$ cat config.mk
export PLATFORM = sky130hd
export DESIGN_NAME = deferred_assignment_timer_table
export DESIGN_NICKNAME = d
export VERILOG_FILES = /design/src/dat_pkg.sv /design/src/dat_controller.sv /design/src/dat_datapath.sv /design/src/deferred_assignment_timer_table.sv
export VERILOG_INCLUDE_DIRS = /design/src /design/src/src
export SDC_FILE = /design/constraint.sdc
export NUM_CORES = 1
export LEC_CHECK = 0
export ABC_AREA = 1
export BUFFER_PORTS_ARGS = -buffer_cell sky130_fd_sc_hd__buf_2
export CORE_MARGIN = 2
export CORE_UTILIZATION = 50
export CTS_CLUSTER_SIZE = 16
export DETAILED_ROUTE_END_ITERATION = 8
export PLACE_DENSITY = 0.66
export SETUP_SLACK_MARGIN = 0.02
export SKIP_LAST_GASP = 1
export SYNTH_ARGS = -nofsm -noshare
export SYNTH_HDL_FRONTEND = slang
export SYNTH_SLANG_ARGS = --single-unit
$ cat constraint.sdc
create_clock -name clock -period 12.5 [get_ports clock]
set_input_delay 2.5 -clock clock [delete_from_list [all_inputs] [get_ports clock]]
set_output_delay 2.5 -clock clock [all_outputs]
set_load 0.1 [all_outputs]
$ cat src/assert_macros.svh
// Assertion macros for the top level, which carries the concurrent checks.
`ifndef ASSERT_MACROS_SVH
`define ASSERT_MACROS_SVH

// Checks that a condition holds at every clock edge outside reset.
`define ASSERT_ALWAYS(label, clk, rst, prop) \
   label: assert property (@(posedge clk) disable iff (rst) (prop)) \
      else $error("assertion failed");

// Checks that a trigger is followed by a consequence in the same cycle.
`define ASSERT_IMPLY(label, clk, rst, trig, cons) \
   label: assert property (@(posedge clk) disable iff (rst) (trig) |-> (cons)) \
      else $error("assertion failed");

// Checks that a trigger is followed by a consequence in the next cycle.
`define ASSERT_NEXT(label, clk, rst, trig, cons) \
   label: assert property (@(posedge clk) disable iff (rst) (trig) |=> (cons)) \
      else $error("assertion failed");

`endif

$ cat src/dat_pkg.sv
// Types and constants shared by the deferred assignment timer table.
package dat_pkg;

   // Item kinds.
   localparam logic KIND_TICK     = 1'b0;
   localparam logic KIND_REGISTER = 1'b1;

   // Prescaler period after reset.
   localparam logic [15:0] PERIOD_RESET = 16'd244;

   // Request beat.
   typedef struct packed {
      logic              kind;
      logic [14:0]       var_index;
      logic signed [23:0] value_fixed;
      logic [14:0]       delay_periods;
   } req_type;

   // Response beat.
   typedef struct packed {
      logic [14:0]        out_index;
      logic signed [15:0] out_value;
      logic               last;
   } rsp_type;

   // Controller states.
   typedef enum logic [2:0] {
      ST_IDLE,
      ST_READ,
      ST_EVAL,
      ST_PLACE,
      ST_FLUSH
   } state_type;

   // Commands from the controller to the datapath.
   typedef struct packed {
      logic capture;
      logic slot_clear;
      logic slot_next;
      logic read;
      logic note_free;
      logic write_match;
      logic write_dec;
      logic write_place;
      logic load_held;
      logic push_mid;
      logic push_last;
   } cmd_type;

   // Status from the datapath to the controller.
   typedef struct packed {
      logic req_is_register;
      logic tick_sweep;
      logic item_is_register;
      logic slot_last;
      logic pending;
      logic match;
      logic expire;
      logic free_found;
      logic held_valid;
      logic out_can_load;
   } status_type;

endpackage

$ cat src/dat_controller.sv
// Controller state machine that walks the slot table for one item at a time.
module dat_controller import dat_pkg::*; (
   input  logic       clock,
   input  logic       reset,
   input  logic       req_valid,
   output logic       req_stall,
   input  status_type status,
   output cmd_type    cmd
);

   state_type state_ff;
   state_type state_in;
   logic      req_accept;
   logic      hold_off;

   assign req_accept = req_valid && !req_stall;

   // An expiry must wait while an older held result cannot move to the output.
   assign hold_off = status.expire && status.held_valid && !status.out_can_load;

   // State register.
   always_ff @(posedge clock) begin
      if (reset) begin
         state_ff <= ST_IDLE;
      end else begin
         state_ff <= state_in;
      end
   end

   // Next state.
   always_comb begin
      state_in = state_ff;
      case (state_ff)
         ST_IDLE: begin
            if (req_accept && (status.req_is_register || status.tick_sweep)) begin
               state_in = ST_READ;
            end
         end
         ST_READ: begin
            state_in = ST_EVAL;
         end
         ST_EVAL: begin
            if (status.item_is_register) begin
               if (status.match) begin
                  state_in = ST_IDLE;
               end else if (status.slot_last) begin
                  state_in = ST_PLACE;
               end else begin
                  state_in = ST_READ;
               end
            end else if (!hold_off) begin
               state_in = status.slot_last ? ST_FLUSH : ST_READ;
            end
         end
         ST_PLACE: begin
            state_in = ST_IDLE;
         end
         ST_FLUSH: begin
            if (!status.held_valid || status.out_can_load) begin
               state_in = ST_IDLE;
            end
         end
         default: begin
            state_in = ST_IDLE;
         end
      endcase
   end

   // Outputs.
   always_comb begin
      cmd       = '0;
      req_stall = 1'b1;
      case (state_ff)
         ST_IDLE: begin
            req_stall      = 1'b0;
            cmd.capture    = req_valid;
            cmd.slot_clear = req_valid;
         end
         ST_READ: begin
            cmd.read = 1'b1;
         end
         ST_EVAL: begin
            if (status.item_is_register) begin
               if (status.match) begin
                  cmd.write_match = 1'b1;
               end else begin
                  cmd.note_free = 1'b1;
                  cmd.slot_next = !status.slot_last;
               end
            end else if (!hold_off) begin
               cmd.write_dec = status.pending;
               cmd.load_held = status.expire;
               cmd.push_mid  = status.expire && status.held_valid;
               cmd.slot_next = !status.slot_last;
            end
         end
         ST_PLACE: begin
            cmd.write_place = status.free_found;
         end
         ST_FLUSH: begin
            cmd.push_last = status.held_valid && status.out_can_load;
         end
         default: begin
            cmd = '0;
         end
      endcase
   end

endmodule

$ cat src/dat_datapath.sv
// Slot memories, prescaler, value conversion and output register.
module dat_datapath import dat_pkg::*; #(
   parameter int SLOT_COUNT = 16
) (
   input  logic        clock,
   input  logic        reset,
   input  req_type     req_data,
   input  logic        csr_valid,
   input  logic [15:0] csr_data,
   input  logic        rsp_stall,
   input  cmd_type     cmd,
   output status_type  status,
   output logic        rsp_valid,
   output rsp_type     rsp_data
);

   localparam int SLOT_W = (SLOT_COUNT > 1) ? $clog2(SLOT_COUNT) : 1;

   // Captured item.
   req_type            item_ff;
   logic signed [15:0] amount_ff;

   // Period register and prescaler.
   logic [15:0] period_ff;
   logic [15:0] prescale_ff;
   logic [15:0] prescale_inc;
   logic        tick_sweep;

   // Slot walk.
   logic [SLOT_W-1:0] slot_ff;
   logic [SLOT_W-1:0] free_slot_ff;
   logic              free_found_ff;

   // Slot storage; countdowns of never-written slots read as zero.
   logic [14:0]            target_mem [SLOT_COUNT];
   logic signed [15:0]     amount_mem [SLOT_COUNT];
   logic [14:0]            cd_mem     [SLOT_COUNT];
   logic [SLOT_COUNT-1:0]  written_ff;
   logic [14:0]            target_rd_ff;
   logic signed [15:0]     amount_rd_ff;
   logic [14:0]            cd_rd_ff;
   logic                   written_rd_ff;
   logic [14:0]            rd_cd;

   // Write port.
   logic              wr_en;
   logic [SLOT_W-1:0] wr_addr;
   logic [14:0]       wr_cd;

   // Held expiry and output register.
   logic               held_valid_ff;
   logic [14:0]        held_index_ff;
   logic signed [15:0] held_value_ff;
   logic               rsp_valid_ff;
   rsp_type            rsp_data_ff;
   logic               out_can_load;

   // Value conversion: ceil(value * 10 / 256), saturated to 16 bits.
   logic signed [27:0] scaled;
   logic signed [28:0] rounded;
   logic signed [20:0] tenths;
   logic signed [15:0] amount_in;

   always_comb begin
      scaled  = $signed({{4{req_data.value_fixed[23]}}, req_data.value_fixed}) * 28'sd10;
      rounded = $signed({scaled[27], scaled}) + 29'sd255;
      tenths  = 21'(rounded >>> 8);
      if (tenths > 21'sd32767) begin
         amount_in = 16'sd32767;
      end else if (tenths < -21'sd32768) begin
         amount_in = -16'sd32768;
      end else begin
         amount_in = $signed(tenths[15:0]);
      end
   end

   // Prescaler step for a tick beat; it saturates rather than wraps.
   assign prescale_inc = (prescale_ff == 16'hFFFF) ? prescale_ff : prescale_ff + 16'd1;
   assign tick_sweep   = prescale_inc >= period_ff;

   always_ff @(posedge clock) begin
      if (reset) begin
         period_ff   <= PERIOD_RESET;
         prescale_ff <= '0;
      end else begin
         if (csr_valid) begin
            period_ff <= csr_data;
         end
         if (cmd.capture && req_data.kind == KIND_TICK) begin
            prescale_ff <= tick_sweep ? 16'd0 : prescale_inc;
         end
      end
   end

   // Item capture.
   always_ff @(posedge clock) begin
      if (cmd.capture) begin
         item_ff   <= req_data;
         amount_ff <= amount_in;
      end
   end

   // Slot pointer and first free slot.
   always_ff @(posedge clock) begin
      if (reset) begin
         slot_ff       <= '0;
         free_slot_ff  <= '0;
         free_found_ff <= 1'b0;
      end else begin
         if (cmd.slot_clear) begin
            slot_ff       <= '0;
            free_found_ff <= 1'b0;
         end else if (cmd.slot_next) begin
            slot_ff <= slot_ff + SLOT_W'(1);
         end
         if (cmd.note_free && rd_cd == 15'd0 && !free_found_ff) begin
            free_found_ff <= 1'b1;
            free_slot_ff  <= slot_ff;
         end
      end
   end

   // Write port selection.
   assign wr_en   = cmd.write_match || cmd.write_dec || cmd.write_place;
   assign wr_addr = cmd.write_place ? free_slot_ff : slot_ff;
   assign wr_cd   = cmd.write_dec ? rd_cd - 15'd1 : item_ff.delay_periods;

   // Slot memories with registered read.
   always_ff @(posedge clock) begin
      if (wr_en) begin
         cd_mem[wr_addr] <= wr_cd;
      end
      if (cmd.write_match || cmd.write_place) begin
         amount_mem[wr_addr] <= amount_ff;
      end
      if (cmd.write_place) begin
         target_mem[wr_addr] <= item_ff.var_index;
      end
      if (cmd.read) begin
         cd_rd_ff     <= cd_mem[slot_ff];
         amount_rd_ff <= amount_mem[slot_ff];
         target_rd_ff <= target_mem[slot_ff];
      end
   end

   // Written flags stand in for the all-zero countdown reset.
   always_ff @(posedge clock) begin
      if (reset) begin
         written_ff    <= '0;
         written_rd_ff <= 1'b0;
      end else begin
         if (wr_en) begin
            written_ff[wr_addr] <= 1'b1;
         end
         if (cmd.read) begin
            written_rd_ff <= written_ff[slot_ff];
         end
      end
   end

   assign rd_cd = written_rd_ff ? cd_rd_ff : 15'd0;

   // Held expiry waits until the next one shows whether it is the last.
   always_ff @(posedge clock) begin
      if (reset) begin
         held_valid_ff <= 1'b0;
      end else if (cmd.load_held) begin
         held_valid_ff <= 1'b1;
      end else if (cmd.push_last) begin
         held_valid_ff <= 1'b0;
      end
   end

   always_ff @(posedge clock) begin
      if (cmd.load_held) begin
         held_index_ff <= target_rd_ff;
         held_value_ff <= amount_rd_ff;
      end
   end

   // Output register.
   assign out_can_load = !rsp_valid_ff || !rsp_stall;

   always_ff @(posedge clock) begin
      if (reset) begin
         rsp_valid_ff <= 1'b0;
      end else if (cmd.push_mid || cmd.push_last) begin
         rsp_valid_ff <= 1'b1;
      end else if (!rsp_stall) begin
         rsp_valid_ff <= 1'b0;
      end
   end

   always_ff @(posedge clock) begin
      if (cmd.push_mid || cmd.push_last) begin
         rsp_data_ff.out_index <= held_index_ff;
         rsp_data_ff.out_value <= held_value_ff;
         rsp_data_ff.last      <= cmd.push_last;
      end
   end

   assign rsp_valid = rsp_valid_ff;
   assign rsp_data  = rsp_data_ff;

   // Status toward the controller.
   always_comb begin
      status                  = '0;
      status.req_is_register  = req_data.kind == KIND_REGISTER;
      status.tick_sweep       = tick_sweep;
      status.item_is_register = item_ff.kind == KIND_REGISTER;
      status.slot_last        = slot_ff == SLOT_W'(SLOT_COUNT - 1);
      status.pending          = rd_cd != 15'd0;
      status.match            = (rd_cd != 15'd0) && (target_rd_ff == item_ff.var_index);
      status.expire           = rd_cd == 15'd1;
      status.free_found       = free_found_ff;
      status.held_valid       = held_valid_ff;
      status.out_can_load     = out_can_load;
   end

endmodule

$ cat src/deferred_assignment_timer_table.sv
// Top level of the deferred assignment timer table.
//
//   channel  direction  handshake              beat
//   req      in         req_valid / req_stall  req_type: kind, index, value, delay
//   rsp      out        rsp_valid / rsp_stall  rsp_type: index, value, last
//   csr      in         csr_valid / csr_ready  ticks_per_period, 16 bits
//
// A tick that does not end a period is handled in the idle state. A register beat walks the
// slots and ends early at the first matching pending slot; else it writes the first free slot.
// A period-ending tick walks every slot and then flushes, waiting out any response stall.
// For each slot, one state reads the slot memories and the next evaluates and writes back.
// Reset is synchronous; it frees every slot at once and clears the prescaler.
// A stalled response holds the sweep at the next expiry until the output register frees.
`include "assert_macros.svh"

module deferred_assignment_timer_table import dat_pkg::*; #(
   parameter int SLOT_COUNT = 16
) (
   input  logic        clock,
   input  logic        reset,
   input  logic        req_valid,
   output logic        req_stall,
   input  req_type     req_data,
   output logic        rsp_valid,
   input  logic        rsp_stall,
   output rsp_type     rsp_data,
   input  logic        csr_valid,
   output logic        csr_ready,
   input  logic [15:0] csr_data
);

   cmd_type    cmd;
   status_type status;

   // The period register is always writable.
   assign csr_ready = 1'b1;

   dat_controller u_controller (
      .clock     (clock),
      .reset     (reset),
      .req_valid (req_valid),
      .req_stall (req_stall),
      .status    (status),
      .cmd       (cmd)
   );

   dat_datapath #(
      .SLOT_COUNT (SLOT_COUNT)
   ) u_datapath (
      .clock     (clock),
      .reset     (reset),
      .req_data  (req_data),
      .csr_valid (csr_valid),
      .csr_data  (csr_data),
      .rsp_stall (rsp_stall),
      .cmd       (cmd),
      .status    (status),
      .rsp_valid (rsp_valid),
      .rsp_data  (rsp_data)
   );

   // A result moves to the output only from a held expiry into a free register.
   `ASSERT_IMPLY(a_push_ok, clock, reset, cmd.push_mid || cmd.push_last,
                 status.held_valid && status.out_can_load)
   // At most one slot write per cycle.
   `ASSERT_ALWAYS(a_one_write, clock, reset,
                  $onehot0({cmd.write_match, cmd.write_dec, cmd.write_place}))
   // Every memory read is followed by an evaluate cycle, never a second read.
   `ASSERT_NEXT(a_read_eval, clock, reset, cmd.read, !cmd.read && req_stall)
   // Beats are taken only while the controller is idle.
   `ASSERT_IMPLY(a_capture_idle, clock, reset, cmd.capture, !req_stall)

endmodule

==> results by stage, run 1 <==
Setup path:
- The critical path ends at u_datapath.amount_ff[10]$_SDFFCE_PN1P_.
- The element type at the critical path end is a flip-flop.
- The reg2reg setup slack is a little under 8 ns.
- The worst setup path is launched from a primary input.
- The worst register-to-register path ends at u_datapath.cd_mem[6][0]$_DFFE_PP_.
- At the worst endpoint, the arrival time is 5.54 ns.
- The setup path with the least slack is of type in -> reg.
- Tracing the worst setup path back leads to its startpoint at req_data[16].
- The logic depth of the worst register-to-register path is 9.
- The data required time at the worst endpoint is 12.87 ns.
- The launching point of the worst reg2reg path is u_datapath.item_ff[53]$_DFFE_PP_.
- Along the worst path, the maximum fanout reaches 15.

Power and ir drop:
- Summed over all nets, the switching power comes to 1.56 mW.
- In this run switching power makes up about 22% of total power.
- Sequential cells burn 52.5% of the power.
- The internal portion of the total power is 5.38 mW.
- The leakage power is 15.8 nW.
- The highest ir drop seen on vdd is 0.105 mV.
- The share of total power dissipated in the clock network is around two fifths.
- The fraction of power consumed by combinational cells is 6.4%.
- The power per cell area is 155 nW/um2.

STA:
- The number of hold violations in the final report is 0.
- After routing, the total negative slack on setup checks comes to 0 ns.
- Derived from the worst setup path, the maximum achievable clock frequency is 0.193 GHz.
- For the final database, setup skew stands at ~0.016 ns.
- The number of pins with negative max-slew slack in the final report is 0.
- For the pin with the worst max-slew slack, the measured transition is 1.31 ns.
- Setup repair after global routing left no endpoint under its margin.
- The final critical path takes up 41.4% of the cycle.
- Measured against its own limit, the worst slew margin works out to between 10 and 15%.
- Setup violations remaining at the end of the flow were counted as 0.
- After layout, the minimum clock period comes to 5.17 ns.

Floorplanning:
- The number of I/O pins is 111.
- The initial core utilization is approximately 50%.
- In this run the core area contains 103 standard-cell rows.
- The floorplan core area is 78,900 um2.
- The full die area is roughly 82,000 um2.
- The die extent in y is 286 um.
- The die is 286 um wide.

Global route:
- The first global-routing pass estimated between 100 and 150 mm of wire.
- The initial antenna violation count is 0.
- For this run the aggregate overflow at the end of global routing stands at 0.
- The via count of the first global-routing pass came to 24,427.
- For this run, the total global-route usage over all layers was measured as about 22%.
- The largest net degree at the start of global routing is 221.

Logic synthesis:
- During synthesis, Yosys emitted a total of 0 warnings.
- The mean cell area of the mapped netlist is 11.9 um2.
- For this run, the register share of the synthesized area comes to 70.6%.
- Of all cell types, the one taking the most synthesized area is sky130_fd_sc_hd__edfxtp_1.
- In this run, synthesis produced a sequential element count of 955.
- Counting flops with a built-in enable in the synthesized netlist gives 892.
- The cell count after synthesis is 3,345.
- When the netlist entered floorplanning its net count stood at about 3,500.
- The async set-or-reset flop fraction in the synthesized netlist is 0%.
- The netlist uses 51 different library cells.
- The top flip-flop cell by instance count after synthesis is sky130_fd_sc_hd__edfxtp_1.
- The mapped netlist covers 39,700 um2.
- The share of Yosys cell area claimed by the top area cell type is 67.4%.
- After synthesis, the cell types taking the most area are sky130_fd_sc_hd__edfxtp_1 67%, sky130_fd_sc_hd__o21ai_0 5.4%, sky130_fd_sc_hd__nor2_1 5.2%, sky130_fd_sc_hd__nand2_1 4.0%, sky130_fd_sc_hd__dfxtp_1 3.2%.

Placement:
- The global placement routability congestion is roughly 0.86.
- Port buffering added 109 buffers.
- The area of placed instances is 41,500 um2.
- Once detailed placement completed, the half-perimeter wirelength came to 52.0 mm.

Finish:
- The area of all placed cells without fillers is 44,700 um2.
- The share of post-route cells with drive strength above 1 is 11.6%.
- Leaving out fill and tap cells, the most frequent cells in the layout are 892 x sky130_fd_sc_hd__edfxtp_1, 510 x sky130_fd_sc_hd__nor2_1, 424 x sky130_fd_sc_hd__nand2_1, 421 x sky130_fd_sc_hd__o21ai_0, 187 x sky130_fd_sc_hd__inv_1.
- Compared with the post-synthesis result, the final layout area differs by 12.4%.
- The final core area utilization is 56.6%.
- The library cell used most frequently in the layout, excluding fill and tap cells, is sky130_fd_sc_hd__edfxtp_1.
- For this run, the post-layout net count is between 3,000 and 4,000.

Status:
- The flow ran to the end, and the final reports show no timing, DRC or antenna violations.

Drt:
- For this run, design rule violations remaining after detail routing come to 0.
- The detailed-route vias per instance is about 5.6.
- After detailed routing, the met3 layer carries 5.74 mm of wire.
- In the final routed layout, each cell accounts on average for 20.3 um.
- In the detailed route, the total length drawn on met2 is 44.7 mm.
- The iteration count of the initial detailed-routing pass is 5.
- The detailed router put a total of 39.7 mm of wire on met1.
- The number of vias in the routed layout is 25,535.
- The remaining antenna violation count is 0.
- The number of violations reported at the end of detailed-routing iteration 0 is around 2,500.
- After detailed routing, no signal wire sits above met4.
- The final layout contains routed wiring with a total length of 92.7 mm.

Clocking:
- The post-cts repair resize count is 0.
- The clock root buffer is sky130_fd_sc_hd__clkbuf_16.
- The number of sinks on the clock net is 955.
- The CTS tree is yes.
- The number of buffers between clock root and the deepest sink is 3.
- After clock tree synthesis, the setup repair step added 0 buffers.
- In this run, post-CTS hold repair placed 0 buffers.
- Clock-pin slew was measured on the worst setup and hold paths at 0.06 ns.
- The depth of the CTS H-tree is 3.
- The number of clock buffers added by TritonCTS is a little under 100.
- The latest clock arrival within the worst-skew pair is ~0.64 ns.

Worst hold path:
- The start point of the worst hold path is u_datapath.held_value_ff[0]$_DFFE_PP_.
- In this run the worst hold path is classified as reg -> reg.
- The worst hold path depth is 0.

Run:
- Across the run, the number of max-cap violations was 0.
==> area by class of cell <==
type	instances	area (um2)
antenna	1	2.50
inverter	202	768
fill	6518	34200
multi-input combinational	2016	10400
timing repair buffer	161	948
clock buffer	125	2670
sequential	955	28100
tap	1050	1310
clock inverter	55	492
==> worst min-delay path by stage <==
| stage | end | slack (ns) |
|---|---|---|
| 5_1_grt | u_datapath.rsp_data[20]$_DFFE_PP_ | 0.42 |
| 3_3_place_gp | u_datapath.rsp_data[23]$_DFFE_PP_ | 0.40 |
| 3_5_place_dp | u_datapath.rsp_data[29]$_DFFE_PP_ | 0.40 |
| 6_report | u_datapath.rsp_data[1]$_DFFE_PP_ | 0.42 |
| 2_1_floorplan | u_datapath.held_value_ff[0]$_DFFE_PP_ | 0.40 |
| 4_1_cts | u_datapath.rsp_data[7]$_DFFE_PP_ | 0.42 |
==> power by group through the flow <==
stage,logic [mW],registers [mW],clock network [mW]
finish,0.440,3.64,2.85
global route,0.497,3.65,3.03
CTS,0.441,3.64,2.89
detailed placement,0.439,3.71,0
global placement,0.433,3.71,0
floorplan,0.315,3.68,0
==> kinds of logic (layout without fill, tap and decap cells) <==
family	after synthesis	in the layout	synth area share, %
xor gates and xnor gates	42	42	0.926
other	1	2	0.00943
and+or+nand+nor	1173	1173	12.2
buffers and inverters	374	543	3.59
adders and majority gates	66	66	2.10
AOI/OAI and AO/OA	734	734	10.6
DFF	955	955	70.6
==> synthesized netlist by cell type (9+ instances only) <==
cell type	instances
sky130_fd_sc_hd__xnor2_1	21
sky130_fd_sc_hd__a22oi_1	9
sky130_fd_sc_hd__dfxtp_1	63
sky130_fd_sc_hd__clkbuf_1	157
sky130_fd_sc_hd__nor3_1	17
sky130_fd_sc_hd__a21oi_1	73
sky130_fd_sc_hd__o221ai_1	72
sky130_fd_sc_hd__o22ai_1	113
sky130_fd_sc_hd__buf_1	9
sky130_fd_sc_hd__nand4_1	15
sky130_fd_sc_hd__nand3_1	114
sky130_fd_sc_hd__nand2_2	17
sky130_fd_sc_hd__o21ai_0	426
sky130_fd_sc_hd__inv_2	10
sky130_fd_sc_hd__o211ai_1	24
sky130_fd_sc_hd__nand2_1	424
sky130_fd_sc_hd__inv_1	190
sky130_fd_sc_hd__edfxtp_1	892
sky130_fd_sc_hd__nor2_1	546
sky130_fd_sc_hd__ha_1	65
sky130_fd_sc_hd__nand3b_1	10
sky130_fd_sc_hd__xor2_1	21
==> worst max-delay path: stages <==
cell and delay [ns]:
sky130_fd_sc_hd__buf_2 0.11, sky130_fd_sc_hd__ha_1 0.31, sky130_fd_sc_hd__ha_1 0.27, sky130_fd_sc_hd__fa_1 0.44
sky130_fd_sc_hd__nand2_2 0.10, sky130_fd_sc_hd__nand2_1 0.08, sky130_fd_sc_hd__nand3_2 0.10, sky130_fd_sc_hd__nand2_2 0.08
sky130_fd_sc_hd__nand2_1 0.08, sky130_fd_sc_hd__nand2_1 0.07, sky130_fd_sc_hd__nand2_1 0.08, sky130_fd_sc_hd__nand2_1 0.05
sky130_fd_sc_hd__nand2_1 0.06, sky130_fd_sc_hd__nand2_1 0.06, sky130_fd_sc_hd__nor2_1 0.21, sky130_fd_sc_hd__nand2_1 0.11
sky130_fd_sc_hd__nor2_1 0.17, sky130_fd_sc_hd__nand3_1 0.09, sky130_fd_sc_hd__nand2_1 0.07, sky130_fd_sc_hd__nand2_1 0.05
sky130_fd_sc_hd__inv_1 0.04, sky130_fd_sc_hd__nand3_1 0.07, sky130_fd_sc_hd__nand2_2 0.22, sky130_fd_sc_hd__nand2_1 0.12
==> flip-flops by register name (all words and copies together) (netlist names), 3 cells and up <==
register,flops
u_datapath.amount_mem,256
u_datapath.item_ff,30
u_datapath.cd_mem,240
u_datapath.held_value_ff,16
u_datapath.amount_rd_ff,16
u_datapath.prescale_ff,16
u_datapath.cd_rd_ff,15
u_datapath.target_rd_ff,15
u_datapath.amount_ff,16
u_datapath.free_slot_ff,4
u_datapath.rsp_data,32
u_datapath.slot_ff,4
u_controller.state_ff,3
u_datapath.period_ff,16
u_datapath.written_ff,16
u_datapath.target_mem,240
u_datapath.held_index_ff,15
==> metal layers <==
metal  track usage (%)  vias up
met5                 0        -
met2              37.5      802
met1              30.5    12421
li1                  -    12181
met4              7.66        0
met3              3.04      131
==> metrics by stage <==
step	power (mW)	hold slack, ns	setup slack, ns	cells
after floorplan	3.99	0.400	6.54	3345
after global placement	4.14	0.401	6.77	4384
after detailed placement	4.15	0.405	6.73	4384
after CTS	6.98	0.416	7.39	4564
after global routing	7.18	0.422	6.98	4564
final	6.94	0.415	7.33	4565
(Power assumes the default switching activity.)
==> inputs of run 2 (changes only) <==
Settings changed: PLACE_DENSITY 0.66 to 0.69.
Clock period 12.5 ns to 4.2 ns, I/O delays scaled along.
==> results by stage, run 2 (synthesis results as in run 1) <==
Drt:
- The number of vias in the routed layout is 25,978 (was 25,535).
- The iteration count of the initial detailed-routing pass is 7 (was 5).
- The per-cell routed wire length is 20.2 um (was 20.3 um).
- The number of violations reported at the end of detailed-routing iteration 0 is 2,580 (was 2,511).
- The wire length reported by the detailed router is 93.0 mm (was 92.7 mm).
- The detailed-route vias per instance came to 5.64 (was 5.59).
- The remaining antenna violation count was 0 (unchanged).
- The DRC violation count after routing is 0 (unchanged).

Clocking:
- The number of buffers inserted during clock tree synthesis is 98 (was 97).
- The quantity of hold-fixing buffers added after cts is 0 (unchanged).
- The post-cts repair resize count is 0 (unchanged).
- The depth of the CTS H-tree was 3 (unchanged).
- The number of buffers between clock root and the deepest sink is 3 (unchanged).
- The number of sinks on the clock net came to 955 (unchanged).
- The latest clock arrival within the worst-skew pair was 0.66 ns (was 0.64 ns).
- The clock root buffer was sky130_fd_sc_hd__clkbuf_16 (unchanged).
- The clock-pin slew on the worst setup and hold paths is 0.06 ns (about the same).
- The CTS tree is yes (unchanged).
- The buffers inserted during post-CTS setup optimization is 0 (unchanged).

Floorplanning:
- The overall die width is 286 um (unchanged).
- The number of I/O pins is 111 (unchanged).
- The floorplan row count is 103 (unchanged).
- The floorplan core area is 78,900 um2 (unchanged).
- The die extent in y came to 286 um (unchanged).
- The full die area is 81,800 um2 (unchanged).
- The initial core utilization came to 50.4% (unchanged).

Finish:
- The signed area change from the synthesized netlist to the final layout is 13.2% (was 12.4%).
- The net count reported at finish is 3,613 (was 3,575).
- Largest registers in the final layout: u_datapath.amount_mem (256), u_datapath.cd_mem (240), u_datapath.target_mem (240) (unchanged).
- The total area of multi-input combinational cells was 10,400 um2 (about the same).
- Most frequent cells in the layout: 892 x sky130_fd_sc_hd__edfxtp_1, 512 x sky130_fd_sc_hd__nor2_1, 426 x sky130_fd_sc_hd__o21ai_0, 424 x sky130_fd_sc_hd__nand2_1, 187 x sky130_fd_sc_hd__inv_1 (was 892 x sky130_fd_sc_hd__edfxtp_1, 510 x sky130_fd_sc_hd__nor2_1, 424 x sky130_fd_sc_hd__nand2_1, 421 x sky130_fd_sc_hd__o21ai_0, 187 x sky130_fd_sc_hd__inv_1).
- The area of all sequential standard cells is 28,100 um2 (unchanged).
- The register bank with the most flops is u_datapath.amount_mem (unchanged).
- The number of fill cells is 6,429 (was 6,518).
- The final core area utilization is 57.0% (was 56.6%).
- The flip-flop count of the largest register after layout is 256 (unchanged).
- The share of post-route cells with drive strength above 1 came to 12.3% (was 11.6%).
- The leading cell type in the layout, fill and taps excluded is sky130_fd_sc_hd__edfxtp_1 (unchanged).

Global route:
- The total congestion overflow after global routing is 0 (unchanged).
- The via count of the first global-routing pass is 25,017 (was 24,427).
- The initial antenna violation count was 3 (was 0).
- The wire length of the first global-routing pass was 142 mm (was 141 mm).
- The largest net degree at the start of global routing came to 195 (was 221).
- The global-route usage over all layers is 22.7% (was 22.5%).

Placement:
- The number of buffers added on ports is 109 (unchanged).
- The estimated wirelength of the detail-placed design came to 51.2 mm (was 52.0 mm).
- The global placement routability congestion is 0.891 (was 0.862).

Setup path:
- The launching point of the worst reg2reg path was u_datapath.written_rd_ff$_SDFFE_PP0P_ (was u_datapath.item_ff[53]$_DFFE_PP_).
- The element type at the critical path end was a flip-flop (unchanged).
- The worst setup path startpoint is u_datapath.written_rd_ff$_SDFFE_PP0P_ (was req_data[16]).
- The kind of critical path is reg -> reg (was in -> reg).
- The category of the worst setup path launch point is a flip-flop (was primary input).
- The data required time at the worst endpoint was 4.47 ns (was 12.87 ns).
- The delay contributed by the slowest stage of the critical path was 0.62 ns (was 0.44 ns).
- The biggest fanout along the worst timing path was 16 (was 15).
- The count of buffer and inverter cells on the critical path was 3 (was 2).
- The data arrival time of the critical path is 3.89 ns (was 5.54 ns).
- The worst-path cell with the longest stage delay is sky130_fd_sc_hd__dfxtp_1 (was sky130_fd_sc_hd__fa_1).
- CP Cell Sequence: nand2_1, ha_1, inv_1, nor2_1, nand2_1, nor2_1, inv_1, nand3_1, nor2_1, a21boi_2, nand2_2, nand2_1, inv_2 (was buf_2, ha_1, ha_1, fa_1, nand2_2, nand2_1, nand3_2, nand2_2, nand2_1, nand2_1, nand2_1, nand2_1, nand2_1, nand2_1, nor2_1, nand2_1, nor2_1, nand3_1, nand2_1, nand2_1, inv_1, nand3_1, nand2_2, nand2_1).
- The largest delay contributor family on the critical path is simple AND/OR/NAND/NOR gates (unchanged).

STA:
- The final critical path takes up between 80 and 90% of the cycle.
- The number of hold violations in the final report is 0 (unchanged).
- Setup repair after global routing missed its margin: false (unchanged).
- The number of pins with negative max-slew slack in the final report was 0 (unchanged).
- The slew at the pin closest to its max-slew limit is 1.15 ns (was 1.31 ns).
- The headroom to the max-slew limit is 23.0% (was 12.2%).
- The number of setup violations in the final report is 0 (unchanged).
- The clock period could shrink to 3.62 ns.
- The worst clock skew is 0.0290 ns (was 0.0158 ns).
- The setup TNS after final layout was 0 ns (unchanged).
- The highest clock frequency the design can meet is 0.277 GHz.

Power and ir drop:
- The power per cell area was 460 nW/um2 (was 155 nW/um2).
- The overall power after layout is 20.7 mW (was 6.94 mW).
- The leakage power came to 16.0 nW (was 15.8 nW).
- The highest ir drop seen on vdd is 0.305 mV (was 0.105 mV).

Worst hold path:
- The start point of the worst hold path is req_data[11] (was u_datapath.held_value_ff[0]$_DFFE_PP_).
- The type of the tightest min-delay check is in -> reg (was reg -> reg).

Status:
- Status: finished clean (unchanged).

Run:
- The count of max-cap constraint violations is 0 (unchanged).
-- run 2: worst paths after layout --
path / end / slack [ns] / depth (start not counted)
worst max-delay path: u_datapath.cd_mem[12][2]$_DFFE_PP_ / 0.58 / 13
worst max register to register: u_datapath.cd_mem[12][2]$_DFFE_PP_ / 0.58 / 13
worst min register to register: u_datapath.rsp_data[25]$_DFFE_PP_ / 0.41 / 0
worst min-delay path: u_datapath.item_ff[11]$_DFFE_PP_ / 0.36 / 1
-- run 2: through the flow --
stage / hold WS, ns / instances / setup WS [ns] / instance area, um2
2_1_floorplan: 0.400 / 3345 / 0.455 / 39700
3_3_place_gp: 0.401 / 4421 / 0.145 / 41800
3_5_place_dp: 0.405 / 4421 / 0.0478 / 41800
4_1_cts: 0.322 / 4602 / 0.591 / 45000
5_1_grt: 0.335 / 4602 / 0.217 / 45000
6_report: 0.358 / 4604 / 0.584 / 45000
-- run 2: report_power, final --
group	total (mW)	internal [mW]	switching (mW)	leakage, nW
clock network	8.56	4.98	3.58	1.55
registers	10.8	10.6	0.181	8.56
logic	1.31	0.403	0.911	5.88
-- run 2: cell type report --
cell class                 count  share of cell area, %
antenna                        2                 0.0111
clock buffer                 117                   5.68
inverter                     202                   1.71
sequential                   955                   62.4
tap                         1050                   2.92
timing repair buffer         198                   2.81
clock inverter                64                   1.40
multi-input combinational   2016                   23.1
-- run 2: layer usage --
metal	global-route usage, %	vias to the layer above	routed length (um)
met3	3.82	165	6710
met2	38.2	970	45300
met1	30.1	12575	38500
met5	0	-	0
li1	-	12268	-
met4	7.34	0	2450
